[src/rtl/core/rtic_pkg.sv]
// Shared types, register map and constants of the raster timing and interrupt controller.
`timescale 1ns / 1ps

package rtic_pkg;

	localparam logic [1:0] REQ_TICK  = 2'd0;
	localparam logic [1:0] REQ_READ  = 2'd1;
	localparam logic [1:0] REQ_WRITE = 2'd2;

	localparam logic [5:0] ADDR_CR1    = 6'h11;
	localparam logic [5:0] ADDR_RASTER = 6'h12;
	localparam logic [5:0] ADDR_CR2    = 6'h16;
	localparam logic [5:0] ADDR_MEMPTR = 6'h18;
	localparam logic [5:0] ADDR_IRR    = 6'h19;
	localparam logic [5:0] ADDR_IMR    = 6'h1A;
	localparam logic [5:0] ADDR_MM     = 6'h1E;
	localparam logic [5:0] ADDR_MD     = 6'h1F;
	localparam logic [5:0] ADDR_BORDER = 6'h20;
	localparam logic [5:0] ADDR_BG0    = 6'h21;
	localparam logic [5:0] ADDR_UNUSED = 6'h2F;

	localparam logic [7:0] CR1_RST    = 8'h1B;
	localparam logic [7:0] CR2_RST    = 8'hC8;
	localparam logic [7:0] MEMPTR_RST = 8'h14;
	localparam logic [7:0] BORDER_RST = 8'h0E;
	localparam logic [7:0] BG0_RST    = 8'h06;

	localparam logic [7:0] IRR_FORCED   = 8'h70;
	localparam logic [7:0] IMR_FORCED   = 8'hF0;
	localparam logic [7:0] OPEN_BUS     = 8'hFF;
	localparam logic [7:0] IRQ_SRC_MASK = 8'h0F;
	localparam logic [7:0] IRQ_RASTER   = 8'h01;
	localparam logic [7:0] IRQ_ANY      = 8'h80;

	localparam int LINES_PER_FRAME = 312;
	localparam int TEXT_ROWS       = 25;
	localparam int TEXT_COLS       = 40;
	localparam int BAD_LINE_CYCLE  = 12;
	localparam int FETCH_CYCLE     = 14;
	localparam int BA_LAST_CYCLE   = 54;

	localparam logic [8:0] LINE_LAST  = 9'(LINES_PER_FRAME - 1);
	localparam logic [8:0] DISP_FIRST = 9'd48;
	localparam logic [8:0] DISP_LAST  = 9'd247;

	typedef struct packed {
		logic       den;
		logic [2:0] ysc;
		logic [3:0] matrix_base;
	} ctl_t;

	typedef struct packed {
		logic [8:0]  line;
		logic [8:0]  line_next;
		logic        cyc_one;
		logic        wrap;
		logic [5:0]  cycle_next;
		logic        bad_next;
		logic        ba_next;
		logic        frame_end;
		logic        fetch_valid;
		logic [4:0]  fetch_row;
		logic [13:0] fetch_addr;
	} tim_t;

	function automatic logic [7:0] reg_reset_val(input logic [5:0] addr);
		logic [7:0] v;
		case (addr)
			ADDR_CR2:    v = CR2_RST;
			ADDR_BORDER: v = BORDER_RST;
			ADDR_BG0:    v = BG0_RST;
			default:     v = 8'h00;
		endcase
		return v;
	endfunction

endpackage

[src/rtl/core/raster_timing_irq_controller.sv]
// Top level of the raster timing and interrupt controller with stream ports.
`timescale 1ns / 1ps

// Takes one item per clock (tick, register read or register write) and returns one result
// per item. An accepted item sits in an input register; once the output register is free or
// being emptied, the counters and register file update in a single pass and the result lands
// in the output register. The input register takes a new item in the same cycle that the
// item it holds moves on, which sustains one item per clock; when the downstream side stalls
// with both registers full, the input stalls until the result leaves. The register file read
// is done at acceptance from a 64-entry memory with forwarding from the item ahead. No
// clearing pass is needed after reset; the block accepts items from the first cycle.
module raster_timing_irq_controller #(
	parameter int CYCLES_PER_LINE = 63
) (
	input  logic        clk,
	input  logic        arst_n,
	input  logic        s_axis_tvalid,
	output logic        s_axis_tready,
	input  logic [15:0] s_axis_tdata,  // reg_address[5:0], write_data[13:6], zero[15:14]
	input  logic [1:0]  s_axis_tuser,  // req_type[1:0]
	output logic        m_axis_tvalid,
	input  logic        m_axis_tready,
	// read_data[7:0], irq_out[8], bus_avail_low[9], bad_line[10], line_now[19:11],
	// cycle_now[25:20], fetch_row[30:26], fetch_address[44:31], zero[47:45]
	output logic [47:0] m_axis_tdata,
	output logic        m_axis_tuser,  // fetch_valid
	output logic        m_axis_tlast   // frame_end
);

	logic        valid_s1, advance, accept, out_valid_q;
	logic [1:0]  kind_s1;
	logic [5:0]  addr_s1;
	logic [7:0]  data_s1;

	rtic_pkg::ctl_t ctl;
	rtic_pkg::tim_t tim;
	logic [7:0]     rd;
	logic           irq;

	logic [7:0]  rd_q;
	logic        irq_q, ba_q, bad_q, fend_q, fv_q;
	logic [8:0]  line_q;
	logic [5:0]  cycle_q;
	logic [4:0]  row_q;
	logic [13:0] faddr_q;

	assign advance       = valid_s1 && (!out_valid_q || m_axis_tready);
	assign s_axis_tready = !valid_s1 || advance;
	assign accept        = s_axis_tvalid && s_axis_tready;

	always_ff @(posedge clk or negedge arst_n) begin
		if (!arst_n) begin
			valid_s1 <= 1'b0;
		end else if (accept) begin
			valid_s1 <= 1'b1;
		end else if (advance) begin
			valid_s1 <= 1'b0;
		end
	end

	always_ff @(posedge clk) begin
		if (accept) begin
			kind_s1 <= s_axis_tuser;
			addr_s1 <= s_axis_tdata[5:0];
			data_s1 <= s_axis_tdata[13:6];
		end
	end

	rtic_timing #(
		.CYCLES_PER_LINE(CYCLES_PER_LINE)
	) u_timing (
		.clk    (clk),
		.arst_n (arst_n),
		.tick   (advance && (kind_s1 == rtic_pkg::REQ_TICK)),
		.ctl    (ctl),
		.tim    (tim)
	);

	rtic_regs u_regs (
		.clk       (clk),
		.arst_n    (arst_n),
		.accept    (accept),
		.in_addr   (s_axis_tdata[5:0]),
		.advance   (advance),
		.kind_s1   (kind_s1),
		.addr_s1   (addr_s1),
		.data_s1   (data_s1),
		.tim       (tim),
		.ctl       (ctl),
		.read_data (rd),
		.irq       (irq)
	);

	always_ff @(posedge clk or negedge arst_n) begin
		if (!arst_n) begin
			out_valid_q <= 1'b0;
		end else if (advance) begin
			out_valid_q <= 1'b1;
		end else if (m_axis_tready) begin
			out_valid_q <= 1'b0;
		end
	end

	always_ff @(posedge clk) begin
		if (advance) begin
			rd_q    <= rd;
			irq_q   <= irq;
			ba_q    <= tim.ba_next;
			bad_q   <= tim.bad_next;
			line_q  <= tim.line_next;
			cycle_q <= tim.cycle_next;
			fend_q  <= tim.frame_end;
			fv_q    <= tim.fetch_valid;
			row_q   <= tim.fetch_row;
			faddr_q <= tim.fetch_addr;
		end
	end

	assign m_axis_tvalid = out_valid_q;
	assign m_axis_tdata  = {3'd0, faddr_q, row_q, cycle_q, line_q, bad_q, ba_q, irq_q, rd_q};
	assign m_axis_tuser  = fv_q;
	assign m_axis_tlast  = fend_q;

	a_ba_needs_bad: assert property (@(posedge clk) disable iff (!arst_n)
		out_valid_q && ba_q |-> bad_q)
		else $error("bus held on a line that is not a bad line");

	a_fetch_needs_bad: assert property (@(posedge clk) disable iff (!arst_n)
		out_valid_q && fv_q |-> bad_q)
		else $error("row fetch requested without a bad line");

	a_frame_wrap: assert property (@(posedge clk) disable iff (!arst_n)
		out_valid_q && fend_q |-> (line_q == 9'd0) && (cycle_q == 6'd1))
		else $error("frame end without counters at line zero, cycle one");

	a_stall_holds: assert property (@(posedge clk) disable iff (!arst_n)
		valid_s1 && !advance |=> valid_s1)
		else $error("stalled item dropped from the input register");

endmodule

[src/rtl/core/rtic_timing.sv]
// Cycle and line counters, bad-line latch, bus-available and row fetch request.
`timescale 1ns / 1ps

module rtic_timing #(
	parameter int CYCLES_PER_LINE = 63
) (
	input  logic             clk,
	input  logic             arst_n,
	input  logic             tick,
	input  rtic_pkg::ctl_t   ctl,
	output rtic_pkg::tim_t   tim
);

	localparam int CW = $clog2(CYCLES_PER_LINE + 1);

	logic [CW-1:0] cycle_q, cycle_d;
	logic [8:0]    line_q, line_d;
	logic          bad_q, bad_d;
	logic          ba_q, ba_d;
	logic          in_disp, cond, wrap, frame, fetch;
	logic [8:0]    disp_off;
	logic [4:0]    row;
	logic [10:0]   row_off;
	logic [13:0]   faddr;

	always_comb begin
		in_disp  = (line_q >= rtic_pkg::DISP_FIRST) && (line_q <= rtic_pkg::DISP_LAST);
		cond     = in_disp && ctl.den && (line_q[2:0] == ctl.ysc);
		bad_d    = bad_q;
		if (cycle_q == CW'(rtic_pkg::BAD_LINE_CYCLE)) begin
			bad_d = cond;
		end
		ba_d     = bad_d && (cycle_q >= CW'(rtic_pkg::BAD_LINE_CYCLE))
			&& (cycle_q <= CW'(rtic_pkg::BA_LAST_CYCLE));
		disp_off = line_q - rtic_pkg::DISP_FIRST;
		row      = disp_off[7:3];
		fetch    = (cycle_q == CW'(rtic_pkg::FETCH_CYCLE)) && in_disp && bad_d
			&& (row < 5'(rtic_pkg::TEXT_ROWS));
		row_off  = 11'(row) * 11'(rtic_pkg::TEXT_COLS);
		faddr    = {ctl.matrix_base, 10'd0} + {3'd0, row_off};
		wrap     = (cycle_q == CW'(CYCLES_PER_LINE));
		frame    = wrap && (line_q == rtic_pkg::LINE_LAST);
		cycle_d  = wrap ? CW'(1) : cycle_q + CW'(1);
		if (!wrap) begin
			line_d = line_q;
		end else if (frame) begin
			line_d = '0;
		end else begin
			line_d = line_q + 9'd1;
		end
	end

	always_ff @(posedge clk or negedge arst_n) begin
		if (!arst_n) begin
			cycle_q <= CW'(1);
			line_q  <= '0;
			bad_q   <= 1'b0;
			ba_q    <= 1'b0;
		end else if (tick) begin
			cycle_q <= cycle_d;
			line_q  <= line_d;
			bad_q   <= bad_d;
			ba_q    <= ba_d;
		end
	end

	always_comb begin
		tim.line        = line_q;
		tim.cyc_one     = (cycle_q == CW'(1));
		tim.line_next   = tick ? line_d : line_q;
		tim.wrap        = tick && wrap;
		tim.cycle_next  = tick ? cycle_d[5:0] : cycle_q[5:0];
		tim.bad_next    = tick ? bad_d : bad_q;
		tim.ba_next     = tick ? ba_d : ba_q;
		tim.frame_end   = tick && frame;
		tim.fetch_valid = tick && fetch;
		tim.fetch_row   = (tick && fetch) ? row : '0;
		tim.fetch_addr  = (tick && fetch) ? faddr : '0;
	end

endmodule

[src/rtl/core/rtic_regs.sv]
// Register file, raster compare and interrupt mask and acknowledge logic.
`timescale 1ns / 1ps

module rtic_regs (
	input  logic            clk,
	input  logic            arst_n,
	input  logic            accept,
	input  logic [5:0]      in_addr,
	input  logic            advance,
	input  logic [1:0]      kind_s1,
	input  logic [5:0]      addr_s1,
	input  logic [7:0]      data_s1,
	input  rtic_pkg::tim_t  tim,
	output rtic_pkg::ctl_t  ctl,
	output logic [7:0]      read_data,
	output logic            irq
);

	logic [7:0]  mem [64];
	logic [63:0] vld_q;
	logic [7:0]  rd_mem_s1, byp_data_s1;
	logic        rd_vld_s1, byp_s1;

	logic [7:0] cr1_q, cr1_d, memptr_q, memptr_d, irr_q, irr_d, imr_q, imr_d;
	logic [7:0] mm_q, mm_d, md_q, md_d, rd, mem_word, irr_clr;
	logic [8:0] cmp_q, cmp_d;
	logic       pend_q, pend_d, gen_we;

	assign gen_we = advance && (kind_s1 == rtic_pkg::REQ_WRITE)
		&& (addr_s1 != rtic_pkg::ADDR_CR1) && (addr_s1 != rtic_pkg::ADDR_RASTER)
		&& (addr_s1 != rtic_pkg::ADDR_IRR) && (addr_s1 != rtic_pkg::ADDR_IMR);

	always_ff @(posedge clk) begin
		if (gen_we) begin
			mem[addr_s1] <= data_s1;
		end
		if (accept) begin
			rd_mem_s1   <= mem[in_addr];
			byp_data_s1 <= data_s1;
		end
	end

	always_ff @(posedge clk or negedge arst_n) begin
		if (!arst_n) begin
			vld_q     <= '0;
			rd_vld_s1 <= 1'b0;
			byp_s1    <= 1'b0;
		end else begin
			if (gen_we) begin
				vld_q[addr_s1] <= 1'b1;
			end
			if (accept) begin
				rd_vld_s1 <= vld_q[in_addr];
				byp_s1    <= gen_we && (addr_s1 == in_addr);
			end
		end
	end

	assign mem_word = byp_s1 ? byp_data_s1
		: (rd_vld_s1 ? rd_mem_s1 : rtic_pkg::reg_reset_val(addr_s1));

	always_comb begin
		cr1_d    = cr1_q;
		memptr_d = memptr_q;
		irr_d    = irr_q;
		imr_d    = imr_q;
		mm_d     = mm_q;
		md_d     = md_q;
		cmp_d    = cmp_q;
		pend_d   = pend_q;
		rd       = 8'h00;
		irr_clr  = irr_q & ~(data_s1 & rtic_pkg::IRQ_SRC_MASK);
		case (kind_s1)
			rtic_pkg::REQ_TICK: begin
				if (tim.cyc_one && (tim.line == cmp_q)) begin
					irr_d = irr_q | rtic_pkg::IRQ_RASTER;
					if (imr_q[0]) begin
						irr_d  = irr_q | rtic_pkg::IRQ_RASTER | rtic_pkg::IRQ_ANY;
						pend_d = 1'b1;
					end
				end
				if (tim.wrap) begin
					cr1_d = {tim.line_next[8], cr1_q[6:0]};
				end
			end
			rtic_pkg::REQ_READ: begin
				case (addr_s1)
					rtic_pkg::ADDR_CR1:    rd = {tim.line[8], cr1_q[6:0]};
					rtic_pkg::ADDR_RASTER: rd = tim.line[7:0];
					rtic_pkg::ADDR_IRR:    rd = irr_q | rtic_pkg::IRR_FORCED;
					rtic_pkg::ADDR_IMR:    rd = imr_q | rtic_pkg::IMR_FORCED;
					rtic_pkg::ADDR_MEMPTR: rd = memptr_q;
					rtic_pkg::ADDR_MM: begin
						rd   = mm_q;
						mm_d = 8'h00;
					end
					rtic_pkg::ADDR_MD: begin
						rd   = md_q;
						md_d = 8'h00;
					end
					default: rd = (addr_s1 < rtic_pkg::ADDR_UNUSED) ? mem_word
						: rtic_pkg::OPEN_BUS;
				endcase
			end
			rtic_pkg::REQ_WRITE: begin
				case (addr_s1)
					rtic_pkg::ADDR_CR1: begin
						cr1_d    = data_s1;
						cmp_d[8] = data_s1[7];
					end
					rtic_pkg::ADDR_RASTER: cmp_d[7:0] = data_s1;
					rtic_pkg::ADDR_IRR: begin
						if ((irr_clr & imr_q & rtic_pkg::IRQ_SRC_MASK) == 8'h00) begin
							irr_d  = irr_clr & ~rtic_pkg::IRQ_ANY;
							pend_d = 1'b0;
						end else begin
							irr_d = irr_clr;
						end
					end
					rtic_pkg::ADDR_IMR:    imr_d = data_s1 & rtic_pkg::IRQ_SRC_MASK;
					rtic_pkg::ADDR_MEMPTR: memptr_d = data_s1;
					rtic_pkg::ADDR_MM:     mm_d = data_s1;
					rtic_pkg::ADDR_MD:     md_d = data_s1;
					default: ;
				endcase
			end
			default: ;
		endcase
	end

	always_ff @(posedge clk or negedge arst_n) begin
		if (!arst_n) begin
			cr1_q    <= rtic_pkg::CR1_RST;
			memptr_q <= rtic_pkg::MEMPTR_RST;
			irr_q    <= 8'h00;
			imr_q    <= 8'h00;
			mm_q     <= 8'h00;
			md_q     <= 8'h00;
			cmp_q    <= '0;
			pend_q   <= 1'b0;
		end else if (advance) begin
			cr1_q    <= cr1_d;
			memptr_q <= memptr_d;
			irr_q    <= irr_d;
			imr_q    <= imr_d;
			mm_q     <= mm_d;
			md_q     <= md_d;
			cmp_q    <= cmp_d;
			pend_q   <= pend_d;
		end
	end

	assign ctl.den         = cr1_q[4];
	assign ctl.ysc         = cr1_q[2:0];
	assign ctl.matrix_base = memptr_q[7:4];
	assign read_data       = rd;
	assign irq             = pend_d;

endmodule
[config.mk]
export PLATFORM = sky130hd
export DESIGN_NAME = raster_timing_irq_controller
export DESIGN_NICKNAME = d
export VERILOG_FILES = /design/src/rtl/core/rtic_pkg.sv /design/src/rtl/core/raster_timing_irq_controller.sv /design/src/rtl/core/rtic_timing.sv /design/src/rtl/core/rtic_regs.sv
export SDC_FILE = /design/constraint.sdc
export NUM_CORES = 1
export LEC_CHECK = 0
export ABC_CLOCK_PERIOD_IN_PS = 3300
export BUFFER_PORTS_ARGS = -buffer_cell sky130_fd_sc_hd__buf_2
export CAP_MARGIN = 20
export CORE_MARGIN = 5
export CORE_UTILIZATION = 62
export DETAILED_ROUTE_END_ITERATION = 8
export PLACE_DENSITY = 0.85
export SLEW_MARGIN = 20
export SYNTH_ARGS = -nofsm -noshare
export SYNTH_HDL_FRONTEND = slang
export SYNTH_SLANG_ARGS = --single-unit
[constraint.sdc]
create_clock -name clk -period 3.3 [get_ports clk]
set_clock_uncertainty 0.05 [all_clocks]
set_input_delay 0.99 -clock clk [delete_from_list [all_inputs] [get_ports clk]]
set_output_delay 0.99 -clock clk [all_outputs]
set_load 0.005 [all_outputs]
==> summary.md, run 1 <==
| Metric | Value |
|---|---|
| Status | complete, no violations |
| CTS root buf | clkbuf_16 |
| Global-route wire length before repair | 104.7 mm |
| Post_cts resized | 0 |
| Mean Syn Cell Area | 18.40 um^2 |
| Max_cap viols | 0 |
| Initial DRC count | 2343 |
| Antenna violations before repair | 1 |
| H-tree level count | 3 |
| Leak pwr | 11.96 nW |
| Critical path capture point type | flip-flop |
| RSZ-0062 raised after global routing | no |
| Max Slew Vio Count | 0 |
| IO buf count | 65 |
| Slew headroom | 0.4143 |
| Pin count of the biggest net entering global routing | 73 |
| Setup WS post-layout | 271.3 ps |
| Flops & latches, synth | 721 |
| Num Clock Sinks | 721 |
| Total GRT Usage | 0.2734 |
| Number of global-route vias before repair | 16490 |
| CTS max path bufs | 3 |
| Synth Cell Area | 0.02928 mm^2 |
| Starting Density | 0.6276 |
| Num rows | 79 |
| Hold Crit Class | reg2reg |
| Commonest non-fill, non-tap cell in the layout | edfxtp_1 |
| Required @ worst endpoint | 3580 ps |
| Drt drc | 0 |
| YS warnings | 0 |
| Crit start category | flip-flop |
| Post-synth EDFFs | 586 |
| CTS Hold Bufs | 0 |
| Number of unique standard cell types used by synthesis | 72 |
| Share of cells above drive strength 1 | 0.3032 |
| Final Hold Viols | 0 |
| Clock transition at path regs | 60 ps |
| Register area share after synthesis | 0.7166 |
| Number of placed I/O pins | 74 |
| # nets final | 1831 |
| Die W | 227.3 um |
| Routed WL per cell | 28.10 um |
| Antenna Nets Post-Route | 0 |
| GR Overflow Total | 0 |
| Pre-antenna DRT Iters | 6 |
| Routed WL | 68.98 mm |
| Final critical-path required period | 3029 ps |
| Vias post-DR | 16310 |
| Tcrit/Tclk final | 0.9178 |
| Vert. Die Dim | 227.3 um |
| Asr flop ratio synth | 0.1872 |
| DR vias/cell | 6.644 |
| Setup Viol. Count Final | 0 |
| Final Core Density | 0.7158 |
| Post-CTS setup buffers | 0 |
| Final Total Pwr | 19.30 mW |
| Main synth FF type | edfxtp_1 |
| HPWL after DPL | 41.43 mm |
| Die area | 0.05167 mm^2 |
| Area delta synth->final | 14.04% |
| Placer Congestion | 0.9175 |
| Power Density | 578.1 mW/mm^2 |
| TNS Setup | 0 ps |
| Skew-Pair Late Insertion Delay | 610 ps |
| Fillers | 2639 |
| Dpl ws | -43.27 ps |
| Peak VDD IR | 429.9 uV |
| CTS Buf Count | 69 |
| Least-Margin Pin Slew | 878.5 ps |
| WP data arrival | 3310 ps |
| Cells after Synth | 1591 |
| Commonest cells after routing, fill and taps aside | edfxtp_1 (586), mux4_2 (172), dfrtp_1 (128) |
| Crit Path Max Fanout | 7 |
| Max Freq | 330.2 MHz |
| Worst Setup Path Type | reg2reg |
| Core Region | 0.04665 mm^2 |
| CTS tree | done |
[cells by family (layout without fill, tap and decap cells)]
family | Yosys count | count (layout) | share of synthesized area
compound gates | 165 | 165 | 0.03893
xor+xnor | 34 | 34 | 0.01017
fa+ha+maj | 17 | 17 | 0.007520
buf+inv | 126 | 345 | 0.02201
flops | 721 | 721 | 0.7166
mux | 219 | 219 | 0.1498
other cells | 1 | 39 | 0.0001281
simple gates | 308 | 308 | 0.05486
[cell type report]
class                           count  area, um^2  area share
Sequential cell                   721       20980      0.6284
Multi-Input combinational cell    781        7800      0.2336
Clock buffer                       95        1968     0.05894
Timing Repair Buffer              194        1538     0.04605
Tap cell                          607       759.5     0.02274
Clock inverter                     31       247.7    0.007419
Inverter                           25       93.84    0.002810
Antenna cell                        1       2.502  0.00007494
[flip-flops by register name, summed over array words and instances (netlist names), 2 cells and up]
name	flops
data_s1	8
u_regs.cr1_q	7
u_regs.vld_q	64
rd_q	8
u_timing.cycle_q	6
u_regs.byp_data_s1	8
line_q	9
u_regs.md_q	8
addr_s1	6
cycle_q	6
u_regs.irr_q	5
u_regs.cmp_q	9
u_regs.mem	512
u_regs.rd_mem_s1	8
faddr_q	9
u_timing.line_q	9
u_regs.imr_q	4
row_q	5
kind_s1	2
u_regs.memptr_q	8
u_regs.mm_q	8
[cell usage after synthesis, types with 18 or more instances]
| cell | number | area [um^2] |
|---|---|---|
| edfxtp_1 | 586 | 17600 |
| dfrtp_1 | 128 | 3203 |
| mux4_2 | 172 | 3874 |
| nand2_1 | 37 | 138.9 |
| inv_1 | 24 | 90.09 |
| mux2_2 | 33 | 371.6 |
| buf_2 | 18 | 90.09 |
| o21ai_0 | 31 | 155.2 |
| o21bai_1 | 22 | 165.2 |
| nor2_1 | 93 | 349.1 |
| or2_2 | 38 | 237.7 |
| xnor2_1 | 28 | 245.2 |
| clkbuf_1 | 50 | 187.7 |
| nand3_1 | 30 | 150.1 |
| nor2b_1 | 21 | 131.4 |
| a21oi_1 | 27 | 135.1 |
[per-stage QoR]
stage,std cells,hold WS [ps],area (um^2)
after detailed placement,2328,314.2,31170
after CTS,2454,334.6,33380
final,2455,335.0,33390
after global routing,2454,343.2,33390
after floorplan,1628,373.9,29420
after global placement,2328,311.1,31170
[worst max-delay path, cell delays in order, from the launching register on]
cell	delay, ps
dfrtp_1	370
buf_4	180
a21oi_1	90
xnor2_1	450
xnor2_1	240
fa_1	490
a21oi_1	170
nor2_1	60
ha_1	230
ha_1	200
xnor2_1	150
nor2_1	70
[routing by layer]
metal | wire length (um) | GRT usage
met1 | 25070 | 0.3766
met2 | 35310 | 0.4564
met3 | 6252 | 0.05119
met4 | 2355 | 0.08468
met5 | 0 | 0
[power by group]
part	total (mW)	switching [mW]	internal, mW
logic	1.27	0.747	0.528
clock network	7.76	3.33	4.43
registers	10.3	0.161	10.1
total	19.3	4.24	15.1
[worst paths after layout]
path / from / to / slack [ps] / cells past startpoint
min in group asynchronous: arst_n / u_regs.memptr_q[3]$_DFFE_PN0P_ / 350 / 1
worst min register to register: u_regs.vld_q[25]$_DFFE_PN0P_ / u_regs.vld_q[25]$_DFFE_PN0P_ / 330 / 0
worst min-delay path: u_regs.vld_q[25]$_DFFE_PN0P_ / u_regs.vld_q[25]$_DFFE_PN0P_ / 330 / 0
max in group asynchronous: arst_n / u_regs.cr1_q[4]$_DFFE_PN1P_ / 2090 / 2
worst max register to register: u_timing.line_q[5]$_DFF_PN0_ / faddr_q[12]$_SDFFCE_PN0P_ / 270 / 11
worst max-delay path: u_timing.line_q[5]$_DFF_PN0_ / faddr_q[12]$_SDFFCE_PN0P_ / 270 / 11
Note: power is estimated with default switching activity, not from simulation.
==> run 2: changes to the inputs <==
PLACE_DENSITY = 0.87   (was 0.85)
TNS_END_PERCENT = 100   (was unset)
==> summary.md, run 2 (same netlist as run 1, synthesis figures left out) <==
| Metric | Value |
|---|---|
| Crit Path Max Fanout | 5 (-2) |
| CTS Hold Bufs | 0 (unchanged) |
| CP Launch Point | u_timing.line_q[4]$_DFF_PN0_ |
| Antenna Nets Post-Route | 0 (unchanged) |
| Vias post-DR | 16670 (+2.2%) |
| Least-Margin Pin Slew | 911.5 ps (+33.02 ps) |
| Final critical-path required period | 3127 ps (+98.09 ps) |
| Delay-heaviest family, CP | adder cells |
| Worst Setup Path Type | reg2reg |
| IO buf count | 65 (unchanged) |
| Area delta synth->final | 14.00% (about the same) |
| Num Clock Sinks | 721 (unchanged) |
| Max Slew Vio Count | 0 (unchanged) |
| Top flop regs | u_regs.mem (512), u_regs.vld_q (64) |
| Total GRT Usage | 0.2820 (+0.008546) |
| Skew-Pair Late Insertion Delay | 600 ps (about the same) |
| Worst hold path stage count | 0 (unchanged) |
| Critical-path top delay cell | fa_1 |
| RSZ-0062 raised after global routing | no |
| CTS max path bufs | 3 (unchanged) |
| Tcrit/Tclk final | 0.9475 (+0.02972) |
| WP data arrival | 3400 ps (+90 ps) |
| Critical-path cell list | ha_1 -> xnor2_1 -> ha_1 -> ha_1 -> fa_1 -> a21oi_1 -> nor2_1 -> ha_1 -> ha_1 -> and2_1 |
| Routed WL per cell | 29.21 um (+4.0%) |
| Dpl ws | 20.15 ps (+63.42 ps) |
| Fillers | 2534 (-4.0%) |
| Initial DRC count | 2698 (+15%) |
| Sequential cell area | 0.02098 mm^2 (unchanged) |
| Number of placed I/O pins | 74 (unchanged) |
| Slew headroom | 0.3906 (-0.02371) |
| Largest register FFs | 512 (unchanged) |
| Final Hold Viols | 0 (unchanged) |
| Number of global-route vias before repair | 16780 (+1.8%) |
| Worst path max stage delay | 410 ps (-80 ps) |
| TNS Setup | 0 ps (unchanged) |
| Commonest cells after routing, fill and taps aside | edfxtp_1 (586), mux4_2 (172), dfrtp_1 (128) |
| Worst Min Path Start | u_regs.vld_q[25]$_DFFE_PN0P_ |
| HPWL after DPL | 42.04 mm (+1.5%) |
| Core Region | 0.04665 mm^2 (unchanged) |
| Commonest non-fill, non-tap cell in the layout | edfxtp_1 |
| WP buf/inv | 0 (-1) |
| # nets final | 1833 (+0.11%) |
| CTS Buf Count | 69 (unchanged) |
| DR vias/cell | 6.794 (+2.3%) |
| Placer Congestion | 0.8988 (-2.0%) |
| Vert. Die Dim | 227.3 um (unchanged) |
| Post_cts resized | 0 (unchanged) |
| Reg-to-Reg Start | u_timing.line_q[4]$_DFF_PN0_ |
| Clock transition at path regs | 60 ps (about the same) |
| Pin count of the biggest net entering global routing | 73 (unchanged) |
| Max_cap viols | 0 (unchanged) |
| Drt drc | 0 (unchanged) |
| Num rows | 79 (unchanged) |
| H-tree level count | 3 (unchanged) |
| Share of cells above drive strength 1 | 0.2958 (-0.007420) |
| CTS root buf | clkbuf_16 |
| Setup WS post-layout | 173.2 ps (-98.09 ps) |
| Area of the multi-input gates | 0.007792 mm^2 (about the same) |
| Global-route wire length before repair | 107.4 mm (+2.6%) |
| Critical path capture point type | flip-flop |
| Status | complete, no violations |
| Routed WL | 71.69 mm (+3.9%) |
| Required @ worst endpoint | 3580 ps (about the same) |
| Worst R2R Setup Slack | 170 ps (-100 ps) |
| Final Total Pwr | 19.45 mW (+0.78%) |
| Hold worst-path end | u_regs.vld_q[25]$_DFFE_PN0P_ |
| Hold_ws | 328.1 ps (-6.844 ps) |
| Hold Crit Class | reg2reg |
| Post-CTS setup buffers | 0 (unchanged) |
| Max Freq | 319.8 MHz (-3.1%) |
| CTS tree | done |
| Starting Density | 0.6276 (unchanged) |
| Worst-case reg-to-reg path depth | 10 (-1) |
| Pre-antenna DRT Iters | 6 (unchanged) |
| Largest Register | u_regs.mem |
| Leak pwr | 11.96 nW (about the same) |
| Peak VDD IR | 551.0 uV (+28%) |
| Die W | 227.3 um (unchanged) |
| Die area | 0.05167 mm^2 (unchanged) |
| Most frequent CP cell | ha_1 |
| Crit start category | flip-flop |
| Setup Viol. Count Final | 0 (unchanged) |
| Antenna violations before repair | 0 (-1) |
| FF-to-FF End | faddr_q[11]$_SDFFCE_PN0P_ |
| GR Overflow Total | 0 (unchanged) |
| Power Density | 582.8 mW/mm^2 (+0.82%) |
run 2: cell count changes in the layout (fill, tap and decap cells not counted), sizes merged:
cell,delta
buf,+2
bufinv,+4
clkbuf,+3
clkinv,-5
clkinvlp,-3
inv,-2
run 2: final cells by class:
| type | count | share of cell area |
|---|---|---|
| Tap cell | 607 | 0.02275 |
| Multi-Input combinational cell | 781 | 0.2334 |
| Antenna cell | 1 | 0.00007497 |
| Inverter | 25 | 0.002811 |
| Sequential cell | 721 | 0.6286 |
| Clock buffer | 98 | 0.05784 |
| Clock inverter | 25 | 0.008471 |
| Timing Repair Buffer | 196 | 0.04599 |
run 2: layer usage:
layer	global-route usage	vias up	part of all wire
met1	0.3730	8410	0.35
met2	0.4655	1296	0.50
met5	0	-	0
met4	0.1084	0	0.050
li1	-	6676	-
met3	0.06654	290	0.10
run 2: report_power, final:
group / switching (mW) / leakage (nW) / internal (mW)
combinational: 0.765 / 3.75 / 0.531
sequential: 0.179 / 7.14 / 10.1
clock: 3.25 / 1.07 / 4.61
run 2: per-stage QoR:
stage	cells	util	instance area, um^2
after floorplan	1628	-	29420
after global placement	2329	0.6677	31150
after detailed placement	2329	0.6677	31150
after CTS	2452	0.7151	33360
after global routing	2453	0.7154	33380
final	2454	0.7155	33380
run 2: worst max-delay path by stage:
stage	cells past startpoint	slack [ps]	endpoint
final	10	170	faddr_q[11]$_SDFFCE_PN0P_
after global routing	10	70	faddr_q[11]$_SDFFCE_PN0P_
after CTS	10	180	faddr_q[11]$_SDFFCE_PN0P_
after detailed placement	7	20	u_regs.rd_mem_s1[3]$_DFFE_PP_
after global placement	7	70	u_regs.rd_mem_s1[1]$_DFFE_PP_
after floorplan	7	170	u_regs.mm_q[0]$_DFFE_PN0P_
==> run 3: changes to the inputs <==
ABC_CLOCK_PERIOD_IN_PS = 3400   (was 3300)
CTS_CLUSTER_SIZE = 24   (was unset)
clock period = 3.4 ns   (was 3.3 ns; I/O delays follow)
==> summary.md, run 3 (same netlist as run 1, synthesis figures left out) <==
| Metric | Value |
|---|---|
| Status | complete, no violations |
| Commonest cells after routing, fill and taps aside | edfxtp_1 (586), mux4_2 (172), dfrtp_1 (128) |
| IO buf count | 65 (unchanged) |
| Drt drc | 0 (unchanged) |
| Commonest non-fill, non-tap cell in the layout | edfxtp_1 |
| Post-CTS setup buffers | 0 (unchanged) |
| Seq pwr share | 0.527 (-0.002) |
| Num rows | 79 (unchanged) |
| Antenna violations before repair | 2 (+2) |
| Final critical-path required period | 3164 ps (+37.07 ps) |
| Number of global-route vias before repair | 16960 (+1.0%) |
| Die area | 0.05167 mm^2 (unchanged) |
| Pre-antenna DRT Iters | 6 (unchanged) |
| Sequential cell area | 0.02098 mm^2 (unchanged) |
| Required @ worst endpoint | 3680 ps (+100 ps) |
| Number of placed I/O pins | 74 (unchanged) |
| P_sw | 4.084 mW (-2.7%) |
| Max_cap viols | 0 (unchanged) |
| Tcrit/Tclk final | 0.9305 (-0.01697) |
| Num Clock Sinks | 721 (unchanged) |
| # nets final | 1832 (-0.055%) |
| Top flop regs | u_regs.mem (512), u_regs.vld_q (64) |
| Least-Margin Pin Slew | 886.8 ps (-24.68 ps) |
| Core Region | 0.04665 mm^2 (unchanged) |
| Area delta synth->final | 13.96% (about the same) |
| Initial DRC count | 2243 (-17%) |
| CTS root buf | clkbuf_16 |
| Clock share of power | 0.408 (+0.004) |
| Global-route wire length before repair | 104.9 mm (-2.3%) |
| Largest Register | u_regs.mem |
| Pin count of the biggest net entering global routing | 73 (unchanged) |
| Area of the multi-input gates | 0.007792 mm^2 (unchanged) |
| Routed WL per cell | 28.14 um (-3.7%) |
| H-tree level count | 3 (unchanged) |
| CTS Hold Bufs | 0 (unchanged) |
| Skew-Pair Late Insertion Delay | 600 ps (about the same) |
| Share of cells above drive strength 1 | 0.3000 (+0.004225) |
| Post_cts resized | 0 (unchanged) |
| Power Density | 567.3 mW/mm^2 (-2.7%) |
| Hold Crit Class | reg2reg |
| Worst Setup Path Type | reg2reg |
| Max Freq | 316.1 MHz (-1.2%) |
| Slew headroom | 0.4088 (+0.01816) |
| Fillers | 2569 (+1.4%) |
| TNS Setup | 0 ps (unchanged) |
| Crit Path Max Fanout | 5 (unchanged) |
| WP data arrival | 3440 ps (+40 ps) |
| Leak pwr | 11.97 nW (about the same) |
| DR vias/cell | 6.699 (-1.4%) |
| Net Sw Frac | 0.2158 (about the same) |
| Combinational share of power | 0.065 (-0.002) |
| Vias post-DR | 16470 (-1.2%) |
| Starting Density | 0.6276 (unchanged) |
| Clock transition at path regs | 60 ps (about the same) |
| HPWL after DPL | 41.19 mm (-2.0%) |
| Placer Congestion | 0.9102 (+1.3%) |
| Total GRT Usage | 0.2729 (-0.009063) |
| GR Overflow Total | 0 (unchanged) |
| Crit start category | flip-flop |
| Peak VDD IR | 662.0 uV (+20%) |
| Critical path capture point type | flip-flop |
| Int Pwr | 14.85 mW (-2.7%) |
| Setup Viol. Count Final | 0 (unchanged) |
| CTS Buf Count | 70 (+1.4%) |
| CTS tree | done |
| Final Total Pwr | 18.93 mW (-2.7%) |
| Final Hold Viols | 0 (unchanged) |
| Routed WL | 69.17 mm (-3.5%) |
| CTS max path bufs | 3 (unchanged) |
| Die W | 227.3 um (unchanged) |
| Largest register FFs | 512 (unchanged) |
| Max Slew Vio Count | 0 (unchanged) |
| Antenna Nets Post-Route | 0 (unchanged) |
| RSZ-0062 raised after global routing | no |
| Vert. Die Dim | 227.3 um (unchanged) |
==> run 3: cell count changes in the layout (fill, tap and decap cells not counted) <==
| cell | previous run | this run |
|---|---|---|
| clkinv_1 | 14 | 9 |
| buf_12 | 16 | 12 |
| clkbuf_8 | 1 | 5 |
| clkinv_2 | 4 | 8 |
| inv_6 | 0 | 4 |
| buf_4 | 115 | 118 |
| buf_8 | 2 | 1 |
| bufinv_16 | 7 | 6 |
==> run 3: power by group through the flow <==
| stage | clock network [mW] | logic [mW] | registers, mW |
|---|---|---|---|
| 2_1_floorplan | 0 | 0.731 | 10.1 |
| 6_report | 7.72 | 1.23 | 9.98 |
| 5_1_grt | 8.22 | 1.31 | 9.99 |
| 4_1_cts | 7.79 | 1.22 | 9.97 |
| 3_3_place_gp | 0 | 1.14 | 10.1 |
| 3_5_place_dp | 0 | 1.19 | 10.1 |
==> run 3: worst max-delay path, stage by stage, from the launching register on <==
cell and delay (ps):
dfrtp_1 390, ha_1 280, xnor2_1 310, ha_1 320, ha_1 250, fa_1 420
a21oi_1 160, nor2_1 60, ha_1 210, ha_1 220, xnor2_1 160, nor2_1 60
==> run 3: area by class of cell <==
class	instances	area share
Sequential cell	721	0.6288
Multi-Input combinational cell	781	0.2335
Clock buffer	102	0.05950
Timing Repair Buffer	194	0.04383
Tap cell	607	0.02276
Clock inverter	27	0.008661
Inverter	25	0.002812
Antenna cell	1	0.00007499
==> run 3: final timing paths <==
kind                       slack (ps)  cells past startpoint                             end                         start
hold reg to reg                   340                      0    u_regs.vld_q[17]$_DFFE_PN0P_  u_regs.vld_q[17]$_DFFE_PN0P_
max in group asynchronous        2100                      2    u_regs.vld_q[20]$_DFFE_PN0P_                        arst_n
min in group asynchronous         400                      1  u_regs.memptr_q[5]$_DFFE_PN0P_                        arst_n
hold / removal                    340                      0    u_regs.vld_q[17]$_DFFE_PN0P_  u_regs.vld_q[17]$_DFFE_PN0P_
setup reg to reg                  240                     11       faddr_q[12]$_SDFFCE_PN0P_  u_timing.line_q[4]$_DFF_PN0_
setup / recovery                  240                     11       faddr_q[12]$_SDFFCE_PN0P_  u_timing.line_q[4]$_DFF_PN0_
==> run 3: through the flow <==
stage | setup slack (ps) | cell area [um^2] | std cells | utilization | hold WS, ps
finish | 236.2 | 33370 | 2458 | 0.7152 | 338.5
global route | 157.8 | 33370 | 2457 | 0.7152 | 342.9
CTS | 248.4 | 33370 | 2457 | 0.7152 | 331.4
detailed placement | 29.24 | 31090 | 2328 | 0.6664 | 318.4
global placement | 74.58 | 31090 | 2328 | 0.6664 | 310.2
floorplan | 240.2 | 29420 | 1628 | - | 373.9
==> run 3: per-layer routing <==
layer	GRT usage	part of all wire	vias to the layer above
li1	-	-	6672
met1	0.3588	0.35	8420
met2	0.4544	0.50	1140
met3	0.06048	0.097	231
met4	0.1076	0.047	2
met5	0	0.00019	-
